--- config.mk ---
export PLATFORM = sky130hd
export DESIGN_NAME = rle_text_run_decoder
export DESIGN_NICKNAME = d
export VERILOG_FILES = /design/src/design/rtd_pkg.sv /design/src/design/rtd_step.sv /design/src/design/rtd_out_fifo.sv /design/src/design/rle_text_run_decoder.sv
export SDC_FILE = /design/constraint.sdc
export NUM_CORES = 1
export LEC_CHECK = 0
export ABC_AREA = 1
export BUFFER_PORTS_ARGS = -buffer_cell sky130_fd_sc_hd__buf_4
export CAP_MARGIN = 20
export CORE_UTILIZATION = 37
export DETAILED_ROUTE_END_ITERATION = 8
export GPL_ROUTABILITY_DRIVEN = 0
export PLACE_DENSITY = 0.56
export SKIP_LAST_GASP = 1
export SLEW_MARGIN = 20
export SYNTH_ARGS = -nofsm -noshare
export SYNTH_HDL_FRONTEND = slang
export SYNTH_SLANG_ARGS = --single-unit
--- constraint.sdc ---
create_clock -name i_clk -period 19.6 [get_ports i_clk]
set_clock_uncertainty 0.15 [all_clocks]
set_input_delay 4.9 -clock i_clk [delete_from_list [all_inputs] [get_ports i_clk]]
set_output_delay 4.9 -clock i_clk [all_outputs]
set_load 0.02 [all_outputs]
--- src/design/rtd_pkg.sv ---
`timescale 1ns / 1ps
// types, constants and helper functions for the run-length text decoder
// no dependencies; used by rtd_step, rtd_out_fifo and rle_text_run_decoder
package rtd_pkg;

    // grid limits
    localparam int          MAX_CELLS       = 16384;
    localparam logic [14:0] GRID_MAX        = 15'(MAX_CELLS);
    localparam logic [14:0] TOTAL_RESET     = 15'd10000;

    // accumulator saturation points
    localparam logic [14:0] COUNT_SAT       = 15'd32767;
    localparam logic [8:0]  VALUE_SAT       = 9'd511;
    localparam logic [8:0]  VALUE_MAX       = 9'd255;

    // character codes
    localparam logic [7:0]  CH_ZERO         = 8'h30;
    localparam logic [7:0]  CH_NINE         = 8'h39;
    localparam logic [7:0]  CH_COLON        = 8'h3A;
    localparam logic [7:0]  CH_SPACE        = 8'h20;
    localparam logic [7:0]  CH_TAB          = 8'h09;
    localparam logic [7:0]  CH_CR           = 8'h0D;

    // result queue
    localparam int          FIFO_DEPTH      = 4;
    localparam int          FIFO_AW         = $clog2(FIFO_DEPTH);
    localparam int          FIFO_CW         = $clog2(FIFO_DEPTH + 1);

    // output word kinds
    localparam logic        KIND_RUN        = 1'b0;
    localparam logic        KIND_DONE       = 1'b1;

    typedef enum logic [2:0] {
        PH_BETWEEN = 3'd0,
        PH_COUNT   = 3'd1,
        PH_COLON   = 3'd2,
        PH_VALUE   = 3'd3
    } t_phase;

    typedef enum logic [2:0] {
        ERR_OK        = 3'd0,
        ERR_BAD_START = 3'd1,
        ERR_NO_COLON  = 3'd2,
        ERR_NO_VALUE  = 3'd3,
        ERR_OVERFLOW  = 3'd4,
        ERR_SHORT     = 3'd5,
        ERR_TRAILING  = 3'd6,
        ERR_BIG_VALUE = 3'd7
    } t_err;

    typedef struct packed {
        logic [7:0] ch;
        logic       is_final;
    } t_in_word;

    typedef struct packed {
        logic        kind;
        logic [13:0] start_index;
        logic [14:0] run_length;
        logic [7:0]  cell_value;
        logic [2:0]  error_code;
        logic        is_last;
    } t_out_word;

    // parse state; placed_hi marks a cell count that has passed 15 bits
    typedef struct packed {
        t_phase      phase;
        logic [14:0] count_acc;
        logic [8:0]  value_acc;
        logic [14:0] cells_placed;
        logic        placed_hi;
        t_err        sticky_error;
    } t_parse_state;

    // acc * 10 + digit, saturating at the count limit
    function automatic logic [14:0] sat_count(input logic [14:0] acc, input logic [3:0] d);
        logic [18:0] v;
        v = {1'b0, acc, 3'b000} + {3'b000, acc, 1'b0} + {15'd0, d};
        return (v > {4'd0, COUNT_SAT}) ? COUNT_SAT : v[14:0];
    endfunction

    // acc * 10 + digit, saturating at the value limit
    function automatic logic [8:0] sat_value(input logic [8:0] acc, input logic [3:0] d);
        logic [12:0] v;
        v = {1'b0, acc, 3'b000} + {3'b000, acc, 1'b0} + {9'd0, d};
        return (v > {4'd0, VALUE_SAT}) ? VALUE_SAT : v[8:0];
    endfunction

endpackage

--- src/design/rtd_step.sv ---
`timescale 1ns / 1ps
// one-character parse step: next parse state plus run and done words
// depends on rtd_pkg
module rtd_step (
    input  rtd_pkg::t_parse_state i_state,
    input  rtd_pkg::t_in_word     i_word,
    input  logic [14:0]           i_total_cells,
    output rtd_pkg::t_parse_state o_state,
    output logic                  o_run_valid,
    output rtd_pkg::t_out_word    o_run_word,
    output logic                  o_done_valid,
    output rtd_pkg::t_out_word    o_done_word
);

    logic [14:0] total;
    logic        is_digit;
    logic        is_space;
    logic [3:0]  digit;
    logic        in_value;
    logic        in_count;
    logic        in_colon;
    logic [8:0]  val1;
    logic [15:0] sum_placed;
    logic        le_total;
    logic        fin_big;
    logic        fin_over;
    logic        ge_total;

    // grid size is the register clamped to the maximum
    assign total = (i_total_cells > rtd_pkg::GRID_MAX) ? rtd_pkg::GRID_MAX : i_total_cells;

    // character classes
    assign is_digit = (i_word.ch >= rtd_pkg::CH_ZERO) && (i_word.ch <= rtd_pkg::CH_NINE);
    assign is_space = (i_word.ch == rtd_pkg::CH_SPACE) ||
                      ((i_word.ch >= rtd_pkg::CH_TAB) && (i_word.ch <= rtd_pkg::CH_CR));
    assign digit    = 4'(i_word.ch - rtd_pkg::CH_ZERO);

    // phase decode; unused codes behave as between pairs
    always_comb begin
        in_value = 1'b0;
        in_count = 1'b0;
        in_colon = 1'b0;
        unique case (i_state.phase)
            rtd_pkg::PH_VALUE: in_value = 1'b1;
            rtd_pkg::PH_COUNT: in_count = 1'b1;
            rtd_pkg::PH_COLON: in_colon = 1'b1;
            default: ;
        endcase
    end

    // value after this character, as seen by a pair that closes now
    always_comb begin
        val1 = i_state.value_acc;
        if (in_value && is_digit) begin
            val1 = rtd_pkg::sat_value(i_state.value_acc, digit);
        end else if (in_colon && is_digit) begin
            val1 = {5'd0, digit};
        end
    end

    // pair completion checks
    assign sum_placed = {1'b0, i_state.count_acc} + {1'b0, i_state.cells_placed};
    assign le_total   = !i_state.placed_hi && (i_state.cells_placed <= total);
    assign fin_big    = val1 > rtd_pkg::VALUE_MAX;
    assign fin_over   = le_total && (sum_placed > {1'b0, total});

    // parse step and end-of-text handling
    always_comb begin
        o_state      = i_state;
        o_run_valid  = 1'b0;
        o_done_valid = 1'b0;
        ge_total     = 1'b0;

        o_run_word             = '0;
        o_run_word.kind        = rtd_pkg::KIND_RUN;
        o_run_word.start_index = i_state.cells_placed[13:0];
        o_run_word.run_length  = i_state.count_acc;
        o_run_word.cell_value  = val1[7:0];

        o_done_word         = '0;
        o_done_word.kind    = rtd_pkg::KIND_DONE;
        o_done_word.is_last = 1'b1;

        if (i_state.sticky_error == rtd_pkg::ERR_OK) begin
            if (in_value && is_digit) begin
                o_state.value_acc = val1;
            end else if (in_count) begin
                if (is_digit) begin
                    o_state.count_acc = rtd_pkg::sat_count(i_state.count_acc, digit);
                end else if (i_word.ch == rtd_pkg::CH_COLON) begin
                    o_state.phase = rtd_pkg::PH_COLON;
                end else begin
                    o_state.sticky_error = rtd_pkg::ERR_NO_COLON;
                end
            end else if (in_colon) begin
                if (is_digit) begin
                    o_state.value_acc = val1;
                    o_state.phase     = rtd_pkg::PH_VALUE;
                end else begin
                    o_state.sticky_error = rtd_pkg::ERR_NO_VALUE;
                end
            end else begin
                // a non-digit closes an open pair first
                if (in_value) begin
                    if (fin_big) begin
                        o_state.sticky_error = rtd_pkg::ERR_BIG_VALUE;
                    end else if (i_state.count_acc != '0) begin
                        if (fin_over) begin
                            o_state.sticky_error = rtd_pkg::ERR_OVERFLOW;
                        end else begin
                            o_run_valid          = 1'b1;
                            o_state.cells_placed = sum_placed[14:0];
                            o_state.placed_hi    = i_state.placed_hi | sum_placed[15];
                        end
                    end
                    o_state.count_acc = '0;
                    o_state.value_acc = '0;
                end
                o_state.phase = rtd_pkg::PH_BETWEEN;
                ge_total = o_state.placed_hi || (o_state.cells_placed >= total);
                if (o_state.sticky_error == rtd_pkg::ERR_OK && !is_space) begin
                    if (ge_total) begin
                        o_state.sticky_error = rtd_pkg::ERR_TRAILING;
                    end else if (is_digit) begin
                        o_state.count_acc = {11'd0, digit};
                        o_state.phase     = rtd_pkg::PH_COUNT;
                    end else begin
                        o_state.sticky_error = rtd_pkg::ERR_BAD_START;
                    end
                end
            end
        end

        // end of text: close what is open, check the fill, then clear
        if (i_word.is_final) begin
            if (o_state.sticky_error == rtd_pkg::ERR_OK) begin
                if (o_state.phase == rtd_pkg::PH_COUNT) begin
                    o_state.sticky_error = rtd_pkg::ERR_NO_COLON;
                end else if (o_state.phase == rtd_pkg::PH_COLON) begin
                    o_state.sticky_error = rtd_pkg::ERR_NO_VALUE;
                end else if (o_state.phase == rtd_pkg::PH_VALUE) begin
                    if (fin_big) begin
                        o_state.sticky_error = rtd_pkg::ERR_BIG_VALUE;
                    end else if (i_state.count_acc != '0) begin
                        if (fin_over) begin
                            o_state.sticky_error = rtd_pkg::ERR_OVERFLOW;
                        end else begin
                            o_run_valid          = 1'b1;
                            o_state.cells_placed = sum_placed[14:0];
                            o_state.placed_hi    = i_state.placed_hi | sum_placed[15];
                        end
                    end
                end
            end
            if (o_state.sticky_error == rtd_pkg::ERR_OK &&
                !(o_state.placed_hi || (o_state.cells_placed >= total))) begin
                o_state.sticky_error = rtd_pkg::ERR_SHORT;
            end
            o_done_valid           = 1'b1;
            o_done_word.error_code = o_state.sticky_error;
            o_state.phase          = rtd_pkg::PH_BETWEEN;
            o_state.count_acc      = '0;
            o_state.value_acc      = '0;
            o_state.cells_placed   = '0;
            o_state.placed_hi      = 1'b0;
            o_state.sticky_error   = rtd_pkg::ERR_OK;
        end
    end

endmodule

--- src/design/rtd_out_fifo.sv ---
`timescale 1ns / 1ps
// result queue: takes up to two words per cycle, gives one per cycle while the reader is ready
// depends on rtd_pkg
module rtd_out_fifo (
    input  logic                 i_clk,
    input  logic                 i_rst_n,
    input  logic [1:0]           i_push_n,
    input  rtd_pkg::t_out_word   i_push0,
    input  rtd_pkg::t_out_word   i_push1,
    output logic                 o_room,
    output logic                 o_valid,
    input  logic                 i_ready,
    output rtd_pkg::t_out_word   o_word
);

    rtd_pkg::t_out_word               r_mem [rtd_pkg::FIFO_DEPTH];
    logic [rtd_pkg::FIFO_AW-1:0]      r_wr_ptr;
    logic [rtd_pkg::FIFO_AW-1:0]      n_wr_ptr;
    logic [rtd_pkg::FIFO_AW-1:0]      r_rd_ptr;
    logic [rtd_pkg::FIFO_AW-1:0]      n_rd_ptr;
    logic [rtd_pkg::FIFO_CW-1:0]      r_count;
    logic [rtd_pkg::FIFO_CW-1:0]      n_count;
    logic [rtd_pkg::FIFO_AW-1:0]      wr_ptr1;
    logic                             pop;

    assign pop     = o_valid && i_ready;
    assign o_valid = (r_count != '0);
    assign o_word  = r_mem[r_rd_ptr];
    assign o_room  = (r_count <= rtd_pkg::FIFO_CW'(rtd_pkg::FIFO_DEPTH - 2));
    assign wr_ptr1 = r_wr_ptr + rtd_pkg::FIFO_AW'(1);

    // pointer and fill arithmetic
    always_comb begin
        n_wr_ptr = r_wr_ptr + rtd_pkg::FIFO_AW'(i_push_n);
        n_rd_ptr = pop ? r_rd_ptr + rtd_pkg::FIFO_AW'(1) : r_rd_ptr;
        n_count  = r_count + rtd_pkg::FIFO_CW'(i_push_n) - rtd_pkg::FIFO_CW'(pop);
    end

    // control registers
    always_ff @(posedge i_clk) begin
        if (!i_rst_n) begin
            r_wr_ptr <= '0;
            r_rd_ptr <= '0;
            r_count  <= '0;
        end else begin
            r_wr_ptr <= n_wr_ptr;
            r_rd_ptr <= n_rd_ptr;
            r_count  <= n_count;
        end
    end

    // storage
    always_ff @(posedge i_clk) begin
        if (i_push_n != 2'd0) begin
            r_mem[r_wr_ptr] <= i_push0;
        end
        if (i_push_n == 2'd2) begin
            r_mem[wr_ptr1] <= i_push1;
        end
    end

    a_no_overfill: assert property (@(posedge i_clk) disable iff (!i_rst_n)
        r_count <= rtd_pkg::FIFO_CW'(rtd_pkg::FIFO_DEPTH))
        else $error("result queue over capacity");

    a_push_fits: assert property (@(posedge i_clk) disable iff (!i_rst_n)
        (i_push_n != 2'd0) |-> (32'(r_count) + 32'(i_push_n) <= rtd_pkg::FIFO_DEPTH))
        else $error("push into full result queue");

    a_count_tracks: assert property (@(posedge i_clk) disable iff (!i_rst_n)
        (i_push_n == 2'd0 && !pop) |=> $stable(r_count))
        else $error("queue count moved without push or pop");

endmodule

--- src/design/rle_text_run_decoder.sv ---
`timescale 1ns / 1ps
// top level of the run-length text decoder: parse state, config register, result queue
// depends on rtd_pkg, rtd_step, rtd_out_fifo
//
// Takes one text character per cycle and gives a run word for each run placed by the
// character that closes its pair, followed on the final character by a done word with
// the error code. A character accepted at one edge updates the parse state and writes
// its words into the result queue at that edge, behind older words. A character can
// cause two words (a run and the done word); they sit in a four-word result queue,
// and o_in_ready is low only while that queue has fewer than two free slots, so input
// runs at one character per cycle whenever the output side keeps up. The grid size
// register is taken as min(i_cfg_wr_data, 16384) and should be written between texts.
module rle_text_run_decoder (
    input  logic               i_clk,
    input  logic               i_rst_n,
    input  logic               i_cfg_wr_en,
    input  logic [14:0]        i_cfg_wr_data,
    input  logic               i_in_valid,
    output logic               o_in_ready,
    input  rtd_pkg::t_in_word  i_in_word,
    output logic               o_out_valid,
    input  logic               i_out_ready,
    output rtd_pkg::t_out_word o_out_word
);

    rtd_pkg::t_parse_state r_state;
    rtd_pkg::t_parse_state n_state;
    logic [14:0]           r_total_cells;
    logic                  in_acc;
    logic                  run_valid;
    logic                  done_valid;
    rtd_pkg::t_out_word    run_word;
    rtd_pkg::t_out_word    done_word;
    logic [1:0]            push_n;
    rtd_pkg::t_out_word    push0;

    assign in_acc = i_in_valid && o_in_ready;

    // per-character parse logic
    rtd_step u_step (
        .i_state       (r_state),
        .i_word        (i_in_word),
        .i_total_cells (r_total_cells),
        .o_state       (n_state),
        .o_run_valid   (run_valid),
        .o_run_word    (run_word),
        .o_done_valid  (done_valid),
        .o_done_word   (done_word)
    );

    // parse state register
    always_ff @(posedge i_clk) begin
        if (!i_rst_n) begin
            r_state.phase        <= rtd_pkg::PH_BETWEEN;
            r_state.count_acc    <= '0;
            r_state.value_acc    <= '0;
            r_state.cells_placed <= '0;
            r_state.placed_hi    <= 1'b0;
            r_state.sticky_error <= rtd_pkg::ERR_OK;
        end else if (in_acc) begin
            r_state <= n_state;
        end
    end

    // grid size register
    always_ff @(posedge i_clk) begin
        if (!i_rst_n) begin
            r_total_cells <= rtd_pkg::TOTAL_RESET;
        end else if (i_cfg_wr_en) begin
            r_total_cells <= i_cfg_wr_data;
        end
    end

    // queue the words of an accepted character, run word first
    always_comb begin
        push_n = '0;
        if (in_acc) begin
            push_n = {1'b0, run_valid} + {1'b0, done_valid};
        end
        push0 = run_valid ? run_word : done_word;
    end

    rtd_out_fifo u_out_fifo (
        .i_clk    (i_clk),
        .i_rst_n  (i_rst_n),
        .i_push_n (push_n),
        .i_push0  (push0),
        .i_push1  (done_word),
        .o_room   (o_in_ready),
        .o_valid  (o_out_valid),
        .i_ready  (i_out_ready),
        .o_word   (o_out_word)
    );

    a_final_clears: assert property (@(posedge i_clk) disable iff (!i_rst_n)
        (in_acc && i_in_word.is_final) |=>
            (r_state.cells_placed == '0 && r_state.sticky_error == rtd_pkg::ERR_OK &&
             r_state.phase == rtd_pkg::PH_BETWEEN))
        else $error("parse state not cleared after final character");

    a_no_run_after_error: assert property (@(posedge i_clk) disable iff (!i_rst_n)
        (in_acc && r_state.sticky_error != rtd_pkg::ERR_OK) |-> !run_valid)
        else $error("run word given after an error");

    a_done_only_on_final: assert property (@(posedge i_clk) disable iff (!i_rst_n)
        in_acc |-> (done_valid == i_in_word.is_final))
        else $error("done word not tied to final character");

endmodule

==> flow_metrics.py, run 1 <==
metrics = {
    "global_route": {
        "grt_max_degree": 84,
        "grt_use_met1_pct": 30.9,
        "use_met2_pct": 39.9,
        "grt_pass1_wl_um": 77300,
        "globalRouteOverflowTotal": 0,
        "grt_pass1_vias": 14000,
        "top_usage_layer": "met2",
        "antenna_found_initial": 0,
        "grt_use_total_pct": 23.5,
        "gr-usage-met3_pct": 2.88,
    },
    "timing": {
        "min_period_over_period_pct": 64.6,
        "hold_violations": 0,
        "setup_viol": 0,
        "tns_ns": 0,
        "rsz0062_at_grt": "false",
        "period_minus_slack_ns": 12.65,
        "slew_headroom_pct": 33.5,
        "final-max-slew-violation-count": 0,
        "clock.fmax_ghz": 0.0790,
        "tightest_slew_ns": 0.993,
        "worst_slack_ns": 6.95,
    },
    "pwr": {
        "p_per_area_nw_per_um2": 86.5,
        "leakagePower_nw": 7.25,
        "vdd_drop_max_mv": 0.0721,
    },
    "synth": {
        "synth_top_area_share_pct": 29.6,
        "synth_top_area_cell": "dfxtp_1",
        "syn_area_um2": 15000,
        "synth-seq-cells": 234,
        "syn-instance-count": 2179,
        "async_reset_ff_share_pct": 0,
        "synth_common_cells": "nand2_1 (447), a21oi_1 (260), dfxtp_1 (222)",
        "synth-seq-area-share_pct": 32.0,
        "avgSynthCellArea_um2": 6.88,
        "ys_warn_count": 0,
        "synthesis.nets": 2339,
        "synthTopCellsByArea": "dfxtp_1 (30%), nand2_1 (11%), ha_1 (10%)",
        "synthMostInstantiatedCell": "nand2_1",
        "synth_cell_type_count": 52,
        "ys.flop_type": "dfxtp_1",
        "synth_edf_count": 12,
    },
    "routing": {
        "drc": 0,
        "wl_um": 49400,
        "viasPerCell": 5.46,
        "vias": 14900,
        "drt_first_pass_iters": 6,
        "drtIter0Drc": 1346,
        "routedWlPerCell_um": 18.1,
        "ant_nets": 0,
    },
    "run": {
        "maxCapViolations": 0,
    },
    "clock_network": {
        "cts_tree": "yes",
        "clock_path_buffers": 3,
        "numCtsBuffers": 28,
        "clk_pin_slew_ns": 0.06,
        "ctsResizeCount": 0,
        "cts.sink_count": 234,
        "post-cts-setup-buffers": 0,
        "cts_hold_buf": 0,
        "htreeDepth": 1,
        "clock_latency_ns": 0.56,
        "cts_root_buffer": "clkbuf_16",
    },
    "worst_setup_path": {
        "crit_path_frequent_cell": "nand2_1",
        "critPathMaxFanout": 24,
        "cp.arrival_ns": 12.92,
        "worstReg2RegStart": "r_state[28]",
        "crit_type": "input port to register",
        "max_stage_delay_ns": 0.57,
        "cpMaxStageDelayCell": "fa_1",
        "start_kind": "input port",
        "worst_setup_path_end_kind": "register",
        "cp-startpoint": "i_in_word[4]",
        "worstPathRequired_ns": 19.87,
    },
    "floorplan": {
        "row_count": 73,
        "coreArea_um2": 39800,
        "die_w_um": 203,
        "dieArea_um2": 41300,
        "initial_core_util_pct": 37.7,
        "io_pins": 73,
        "die-height_um": 203,
    },
    "worst_hold_path": {
        "min_path_type": "register to register",
        "hold_start": "u_out_fifo.r_mem[1][0]",
    },
    "layout": {
        "postLayoutCellArea_um2": 16600,
        "finish.utilization_pct": 41.8,
        "register_area_um2": 4810,
        "syn_to_final_growth_pct": 11.0,
        "nFillCells": 4218,
        "drive_gt1_share_pct": 8.33,
        "multi_input_area_um2": 8910,
        "fin_nets": 2347,
        "diodes": 0,
    },
    "placement": {
        "portBuffers": 72,
        "pre_cts_ws_ns": 6.54,
        "post_dp_cell_area_um2": 15700,
        "place_hpwl_um": 33100,
    },
    "status": {
        "run_status": "complete, no violations",
    },
}
stage by stage:
stage          instances  hold WS [ns]  total power [mW]
4_1_cts             2734         0.302              1.45
5_1_grt             2734         0.317              1.51
6_report            2734         0.301              1.44
3_3_place_gp        2682         0.285             0.937
3_5_place_dp        2682         0.289             0.940
2_1_floorplan       2179         0.272             0.797
placed cells by master (no fill, tap or decap), types with 4 or more instances in the layout:
master / netlist / final
a211oi_1: 6 / 6
nor2_1: 214 / 214
inv_1: 170 / 170
nand3_1: 188 / 188
edfxtp_1: 12 / 12
ha_1: 125 / 125
nand4_1: 18 / 18
o21bai_1: 7 / 7
fa_1: 6 / 6
nand2_2: 5 / 5
inv_2: 20 / 20
xor2_1: 25 / 25
nor3_1: 24 / 24
buf_4: 14 / 86
o31ai_1: 4 / 4
o211ai_1: 8 / 8
xnor2_1: 7 / 7
clkinv_2: 0 / 5
clkinv_1: 4 / 4
a31oi_1: 7 / 7
o22ai_1: 47 / 47
o21ai_1: 11 / 11
nor2_2: 13 / 12
clkbuf_1: 77 / 10
nor4_1: 5 / 5
dfxtp_1: 222 / 221
o21ai_0: 175 / 175
nand2_1: 447 / 447
clkbuf_16: 0 / 28
a21oi_1: 260 / 260
mux2i_1: 7 / 7
layer usage:
metal	share of wire, %	vias to the layer above
li1	-	7371
met1	44	7027
met2	47	455
met3	5.8	85
met4	2.6	0
met5	0	-
final timing paths:
kind | end | slack (ns) | cells past startpoint
hold reg to reg | u_out_fifo.r_mem[1][0] | 0.30 | 2
hold / removal | u_out_fifo.r_mem[1][0] | 0.30 | 2
setup / recovery | u_out_fifo.r_mem[0][3] | 6.95 | 51
setup reg to reg | u_out_fifo.r_mem[0][3] | 8.85 | 62
logic make-up (layout without fill, tap and decap cells):
| kind of cell | Yosys count | after routing | share of synthesized area (%) |
|---|---|---|---|
| buf+inv | 302 | 332 | 8.59 |
| flops | 234 | 234 | 32.0 |
| compound gates | 540 | 540 | 19.3 |
| xor+xnor | 32 | 32 | 1.87 |
| fa+ha+maj | 131 | 131 | 11.2 |
| mux | 7 | 7 | 0.467 |
| simple gates | 933 | 933 | 26.5 |
critical path: cells and delay by family:
kind            cells  cell delay (ns)
mux                 1             0.31
simple gates       26             3.24
xor+xnor            1             0.17
compound gates     13             1.74
fa+ha+maj           4             1.58
buf+inv             6             0.97
area by class of cell:
type	count	share of cell area, %
Clock buffer	41	4.68
Clock inverter	11	0.729
Inverter	194	4.37
Multi-Input combinational cell	1643	53.5
Sequential cell	234	28.9
Tap cell	525	3.95
Timing Repair Buffer	86	3.88
report_power, final:
group	switching [mW]	leakage, nW	total, mW	internal [mW]
Clock	0.216	0.438	0.508	0.292
Combinational	0.270	4.90	0.403	0.133
Sequential	0.0176	1.91	0.529	0.511
Total	0.504	7.25	1.44	0.935
sequential cells by signal, indices dropped and copies added, names as in the netlist, named ones only:
register,count
u_out_fifo.r_count,3
u_out_fifo.r_rd_ptr,2
r_total_cells,15
u_out_fifo.r_mem,164
r_state,46
u_out_fifo.r_wr_ptr,2
Power figures use the tool's default switching activity.
==> run 2: changes to the inputs <==
==> constraint.sdc (replaced) <==
create_clock -name i_clk -period 13.1 [get_ports i_clk]
set_clock_uncertainty 0.15 [all_clocks]
set_input_delay 3.275 -clock i_clk [delete_from_list [all_inputs] [get_ports i_clk]]
set_output_delay 3.275 -clock i_clk [all_outputs]
set_load 0.02 [all_outputs]
==> run 2 against run 1 <==
Worst setup slack got worse by 4.9 ns. Combinational power increased by 49%. Hold slack improved by 0.0041 ns. Flip-flop and latch count stayed put. Sequential share of layout area about the same. Count of clock-buffer cells in the layout rose by 3. Clock power grew 46%. Routed wire length decreased by 0.11%. Final cell count about the same. Total power increased by 48%. Via count grew 0.35%. Critical path type unchanged. Highest routed layer unchanged.
==> flow_metrics.py, run 2 (synthesis gave the netlist of run 1 again) <==
metrics = {
    "status": {
        "run_status": "complete, no violations",
    },
    "timing": {
        "rsz0062_at_grt": "false",
        "clock.fmax_ghz": 0.0904,
        "min_period_over_period_pct": 84.5,
        "tns_ns": 0,
        "setup_viol": 0,
        "final-max-slew-violation-count": 0,
        "slew_headroom_pct": 28.3,
        "period_minus_slack_ns": 11.06,
        "tightest_slew_ns": 1.07,
        "hold_violations": 0,
    },
    "clock_network": {
        "cts_hold_buf": 0,
        "post-cts-setup-buffers": 0,
        "cts.sink_count": 234,
        "ctsResizeCount": 0,
        "cts_tree": "yes",
        "cts_root_buffer": "clkbuf_16",
        "clock_latency_ns": 0.56,
        "numCtsBuffers": 28,
        "clk_pin_slew_ns": 0.06,
        "htreeDepth": 1,
        "clock_path_buffers": 3,
    },
    "global_route": {
        "grt_max_degree": 84,
        "grt_pass1_wl_um": 78100,
        "grt_pass1_vias": 14200,
        "globalRouteOverflowTotal": 0,
        "grt_use_total_pct": 23.7,
        "antenna_found_initial": 0,
    },
    "pwr": {
        "leakagePower_nw": 7.24,
        "pwr-share-clk_pct": 34.8,
        "vdd_drop_max_mv": 0.0990,
        "p_int_mw": 1.39,
        "p_comb_share_pct": 28.2,
        "switchingPower_uw": 744,
        "swShare_pct": 34.8,
        "p_per_area_nw_per_um2": 129,
        "power_frac_seq_pct": 37.0,
    },
    "layout": {
        "syn_to_final_growth_pct": 10.8,
        "register_area_um2": 4810,
        "layout_common_cells": "nand2_1 (447), a21oi_1 (260), dfxtp_1 (221), nor2_1 (214), nand3_1 (188)",
        "postLayoutCellArea_um2": 16600,
        "largest_reg_flops": 164,
        "fin_nets": 2346,
        "drive_gt1_share_pct": 8.29,
        "diodes": 0,
        "final_common_cell": "nand2_1",
        "max_flop_register": "u_out_fifo.r_mem",
        "multi_input_area_um2": 8910,
        "top_regs": "u_out_fifo.r_mem x164, r_state x46, r_total_cells x15",
        "nFillCells": 4239,
    },
    "worst_setup_path": {
        "cp.arrival_ns": 11.33,
        "critPathMaxFanout": 24,
        "max_stage_delay_ns": 0.57,
        "worst_setup_path_end_kind": "register",
        "cpMaxStageDelayCell": "fa_1",
        "start_kind": "input port",
        "crit_path_frequent_cell": "nand2_1",
        "worstPathRequired_ns": 13.37,
        "crit_type": "input port to register",
    },
    "routing": {
        "routedWlPerCell_um": 18.0,
        "wl_um": 49300,
        "drc": 0,
        "viasPerCell": 5.49,
        "ant_nets": 0,
        "drt_first_pass_iters": 6,
        "vias": 15000,
        "drtIter0Drc": 1294,
    },
    "run": {
        "maxCapViolations": 0,
    },
    "placement": {
        "post_dp_cell_area_um2": 15700,
        "place_hpwl_um": 33100,
        "portBuffers": 72,
    },
    "floorplan": {
        "coreArea_um2": 39800,
        "dieArea_um2": 41300,
        "initial_core_util_pct": 37.7,
        "row_count": 73,
        "io_pins": 73,
        "die-height_um": 203,
        "die_w_um": 203,
    },
    "worst_hold_path": {
        "min_path_type": "register to register",
    },
}
-- run 2: worst paths after layout --
check	slack [ns]	from	cells past startpoint	endpoint
setup / recovery	2.04	i_in_word[4]	51	u_out_fifo.r_mem[1][3]
hold / removal	0.31	u_out_fifo.r_mem[2][0]	2	u_out_fifo.r_mem[2][0]
setup reg to reg	2.46	r_state[28]	62	u_out_fifo.r_mem[1][3]
hold reg to reg	0.31	u_out_fifo.r_mem[2][0]	2	u_out_fifo.r_mem[2][0]
-- run 2: layout make-up --
| cell class | count | area share [%] |
|---|---|---|
| multi-input cells | 1643 | 53.6 |
| inverters | 194 | 4.38 |
| clock inverters | 8 | 0.361 |
| well taps | 525 | 3.95 |
| flip-flops and latches | 234 | 28.9 |
| repair buffers | 85 | 3.84 |
| clock buffers | 44 | 4.94 |
-- run 2: metal layers --
metal  track usage (%)  share of wire (%)  vias up
met5                 0                  0        -
met4              7.81                2.6        0
met3              2.40                5.9       75
met2              39.7                 47      488
met1              31.8                 45     7050
li1                  -                  -     7378
-- run 2: through the flow --
step	hold WS (ns)	utilization, %	worst slack [ns]	instances	total power [mW]
after floorplan	0.272	-	3.18	2179	1.19
after global placement	0.286	39.5	1.89	2681	1.40
after detailed placement	0.292	39.5	1.67	2681	1.41
after CTS	0.306	41.7	2.21	2733	2.15
after global routing	0.325	41.7	1.20	2733	2.25
final	0.305	41.7	2.04	2733	2.14
-- run 2: critical path, delay by kind of cell --
kind | cells | cell delay (ns)
XOR/XNOR | 1 | 0.18
buffers and inverters | 6 | 0.96
multiplexers | 1 | 0.33
AND/OR/NAND/NOR | 26 | 3.18
AO/OA/AOI/OAI | 13 | 1.79
adder cells (fa/ha/maj) | 4 | 1.57
-- run 2: power groups by stage --
stage / logic, mW / registers [mW] / clock network, mW
finish: 0.602 / 0.791 / 0.744
global placement: 0.597 / 0.805 / 0
detailed placement: 0.601 / 0.805 / 0
global route: 0.665 / 0.795 / 0.789
CTS: 0.603 / 0.790 / 0.757
floorplan: 0.394 / 0.798 / 0
==> run 3: changes to the inputs <==
==> constraint.sdc (replaced) <==
create_clock -name i_clk -period 11 [get_ports i_clk]
set_clock_uncertainty 0.15 [all_clocks]
set_input_delay 2.75 -clock i_clk [delete_from_list [all_inputs] [get_ports i_clk]]
set_output_delay 2.75 -clock i_clk [all_outputs]
set_load 0.02 [all_outputs]
==> run 3 against run 2 <==
Sequential share of layout area shrank 0.22 points. Die area unchanged. Flip-flop and latch count stayed put. Non-clock buffer count is 5 higher. Register-to-register slack lost 1.2 ns. Core utilization is 0.35 points higher. Hold slack is essentially flat. Global-route usage rose by 0.17 points. Largest cell class unchanged. First-iteration DRC count decreased by 0.39%. Largest power group is now clock. Final area is 0.84% higher. Count of clock-buffer cells in the layout decreased by 7.
==> flow_metrics.py, run 3 (synthesis gave the netlist of run 1 again) <==
metrics = {
    "timing": {
        "slew_headroom_pct": 36.0,
        "hold_violations": 0,
        "min_period_over_period_pct": 90.0,
        "setup_viol": 0,
        "final-max-slew-violation-count": 0,
        "tightest_slew_ns": 0.957,
        "period_minus_slack_ns": 9.90,
        "tns_ns": 0,
        "rsz0062_at_grt": "false",
        "clock.fmax_ghz": 0.101,
    },
    "layout": {
        "multi_input_area_um2": 8910,
        "layout_common_cells": "nand2_1 (447), a21oi_1 (260), dfxtp_1 (218), nor2_1 (214), nand3_1 (188)",
        "final_cells": 2739,
        "final_common_cell": "nand2_1",
        "diodes": 0,
        "register_area_um2": 4810,
        "fin_nets": 2352,
        "top_regs": "u_out_fifo.r_mem x164, r_state x46, r_total_cells x15",
        "max_flop_register": "u_out_fifo.r_mem",
        "syn_to_final_growth_pct": 11.8,
        "drive_gt1_share_pct": 8.94,
        "largest_reg_flops": 164,
        "nFillCells": 4188,
    },
    "pwr": {
        "leakagePower_nw": 7.30,
        "p_per_area_nw_per_um2": 157,
        "power_mw": 2.63,
        "vdd_drop_max_mv": 0.126,
    },
    "placement": {
        "dp_cells": 2686,
        "portBuffers": 72,
        "place_hpwl_um": 33600,
    },
    "floorplan": {
        "die_w_um": 203,
        "coreArea_um2": 39800,
        "row_count": 73,
        "initial_core_util_pct": 37.7,
        "die-height_um": 203,
        "dieArea_um2": 41300,
        "io_pins": 73,
    },
    "status": {
        "run_status": "complete, no violations",
    },
    "global_route": {
        "antenna_found_initial": 0,
        "globalRouteOverflowTotal": 0,
        "grt_max_degree": 84,
        "grt_pass1_vias": 14100,
        "grt_use_total_pct": 23.9,
        "grt_pass1_wl_um": 78800,
    },
    "routing": {
        "vias": 14900,
        "drtIter0Drc": 1289,
        "wl_um": 49800,
        "ant_nets": 0,
        "drc": 0,
        "routedWlPerCell_um": 18.2,
        "drt_first_pass_iters": 5,
        "viasPerCell": 5.46,
    },
    "worst_setup_path": {
        "crit_path_frequent_cell": "nand2_1",
        "worstPathRequired_ns": 11.26,
        "cpMaxStageDelayCell": "fa_1",
        "worst_setup_path_end_kind": "register",
        "start_kind": "input port",
        "cp.arrival_ns": 10.16,
        "crit_type": "input port to register",
        "critPathMaxFanout": 12,
        "max_stage_delay_ns": 0.56,
    },
    "clock_network": {
        "cts_tree": "yes",
        "cts.sink_count": 234,
        "numCtsBuffers": 28,
        "clk_pin_slew_ns": 0.06,
        "cts_root_buffer": "clkbuf_16",
        "clock_latency_ns": 0.56,
        "htreeDepth": 1,
        "clock_path_buffers": 3,
        "cts_hold_buf": 0,
    },
    "run": {
        "maxCapViolations": 0,
    },
    "worst_hold_path": {
        "min_path_type": "register to register",
    },
}
[run 3: repair_timing]
action	CTS	global route
endpoints found under the setup margin	0	8
endpoints found under the hold margin	0	0
gates resized for setup	0	6
setup buffers	0	0
[run 3: layout make-up]
class	count	area share [%]
timing repair buffer	90	4.03
clock buffer	37	4.56
sequential	234	28.7
tap	525	3.92
multi-input combinational	1643	53.2
timing repair inverter	1	0.0448
inverter	194	4.37
clock inverter	15	1.17
[run 3: stage by stage]
stage	cell area (µm²)	hold slack (ns)	worst slack, ns	utilization, %
6_report	16800	0.305	1.10	42.1
5_1_grt	16800	0.323	0.0150	42.1
4_1_cts	16700	0.305	1.18	42.0
3_5_place_dp	15800	0.291	0.627	39.6
3_3_place_gp	15800	0.284	0.802	39.6
2_1_floorplan	15000	0.272	1.60	-
[run 3: critical path: cells and delay by family]
family,cells,cell delay (ns)
compound gates,12,1.51
fa+ha+maj,4,1.59
buf+inv,6,0.81
mux,1,0.18
simple gates,30,3.27
[run 3: final timing paths]
kind	from	slack, ns	depth (start not counted)	end
worst max-delay path	i_in_word[4]	1.10	53	u_out_fifo.r_mem[1][3]
worst max register to register	r_state[6]	1.29	61	u_out_fifo.r_mem[1][3]
worst min register to register	u_out_fifo.r_mem[3][0]	0.31	2	u_out_fifo.r_mem[3][0]
worst min-delay path	u_out_fifo.r_mem[3][0]	0.31	2	u_out_fifo.r_mem[3][0]
[run 3: routing by layer]
layer  track usage [%]  vias up  wire length, µm
met2              39.2      480            22900
met1              32.5     6998            22700
met4              7.84        0             1310
met3              2.70       74             2900
li1                  -     7397                -
met5                 0        -                0
[run 3: power breakdown]
group          leakage, nW  internal (mW)  switching (mW)
clock network        0.473          0.584           0.382
logic                 4.92          0.237           0.483
registers             1.91          0.910          0.0306
total                 7.30           1.73           0.895
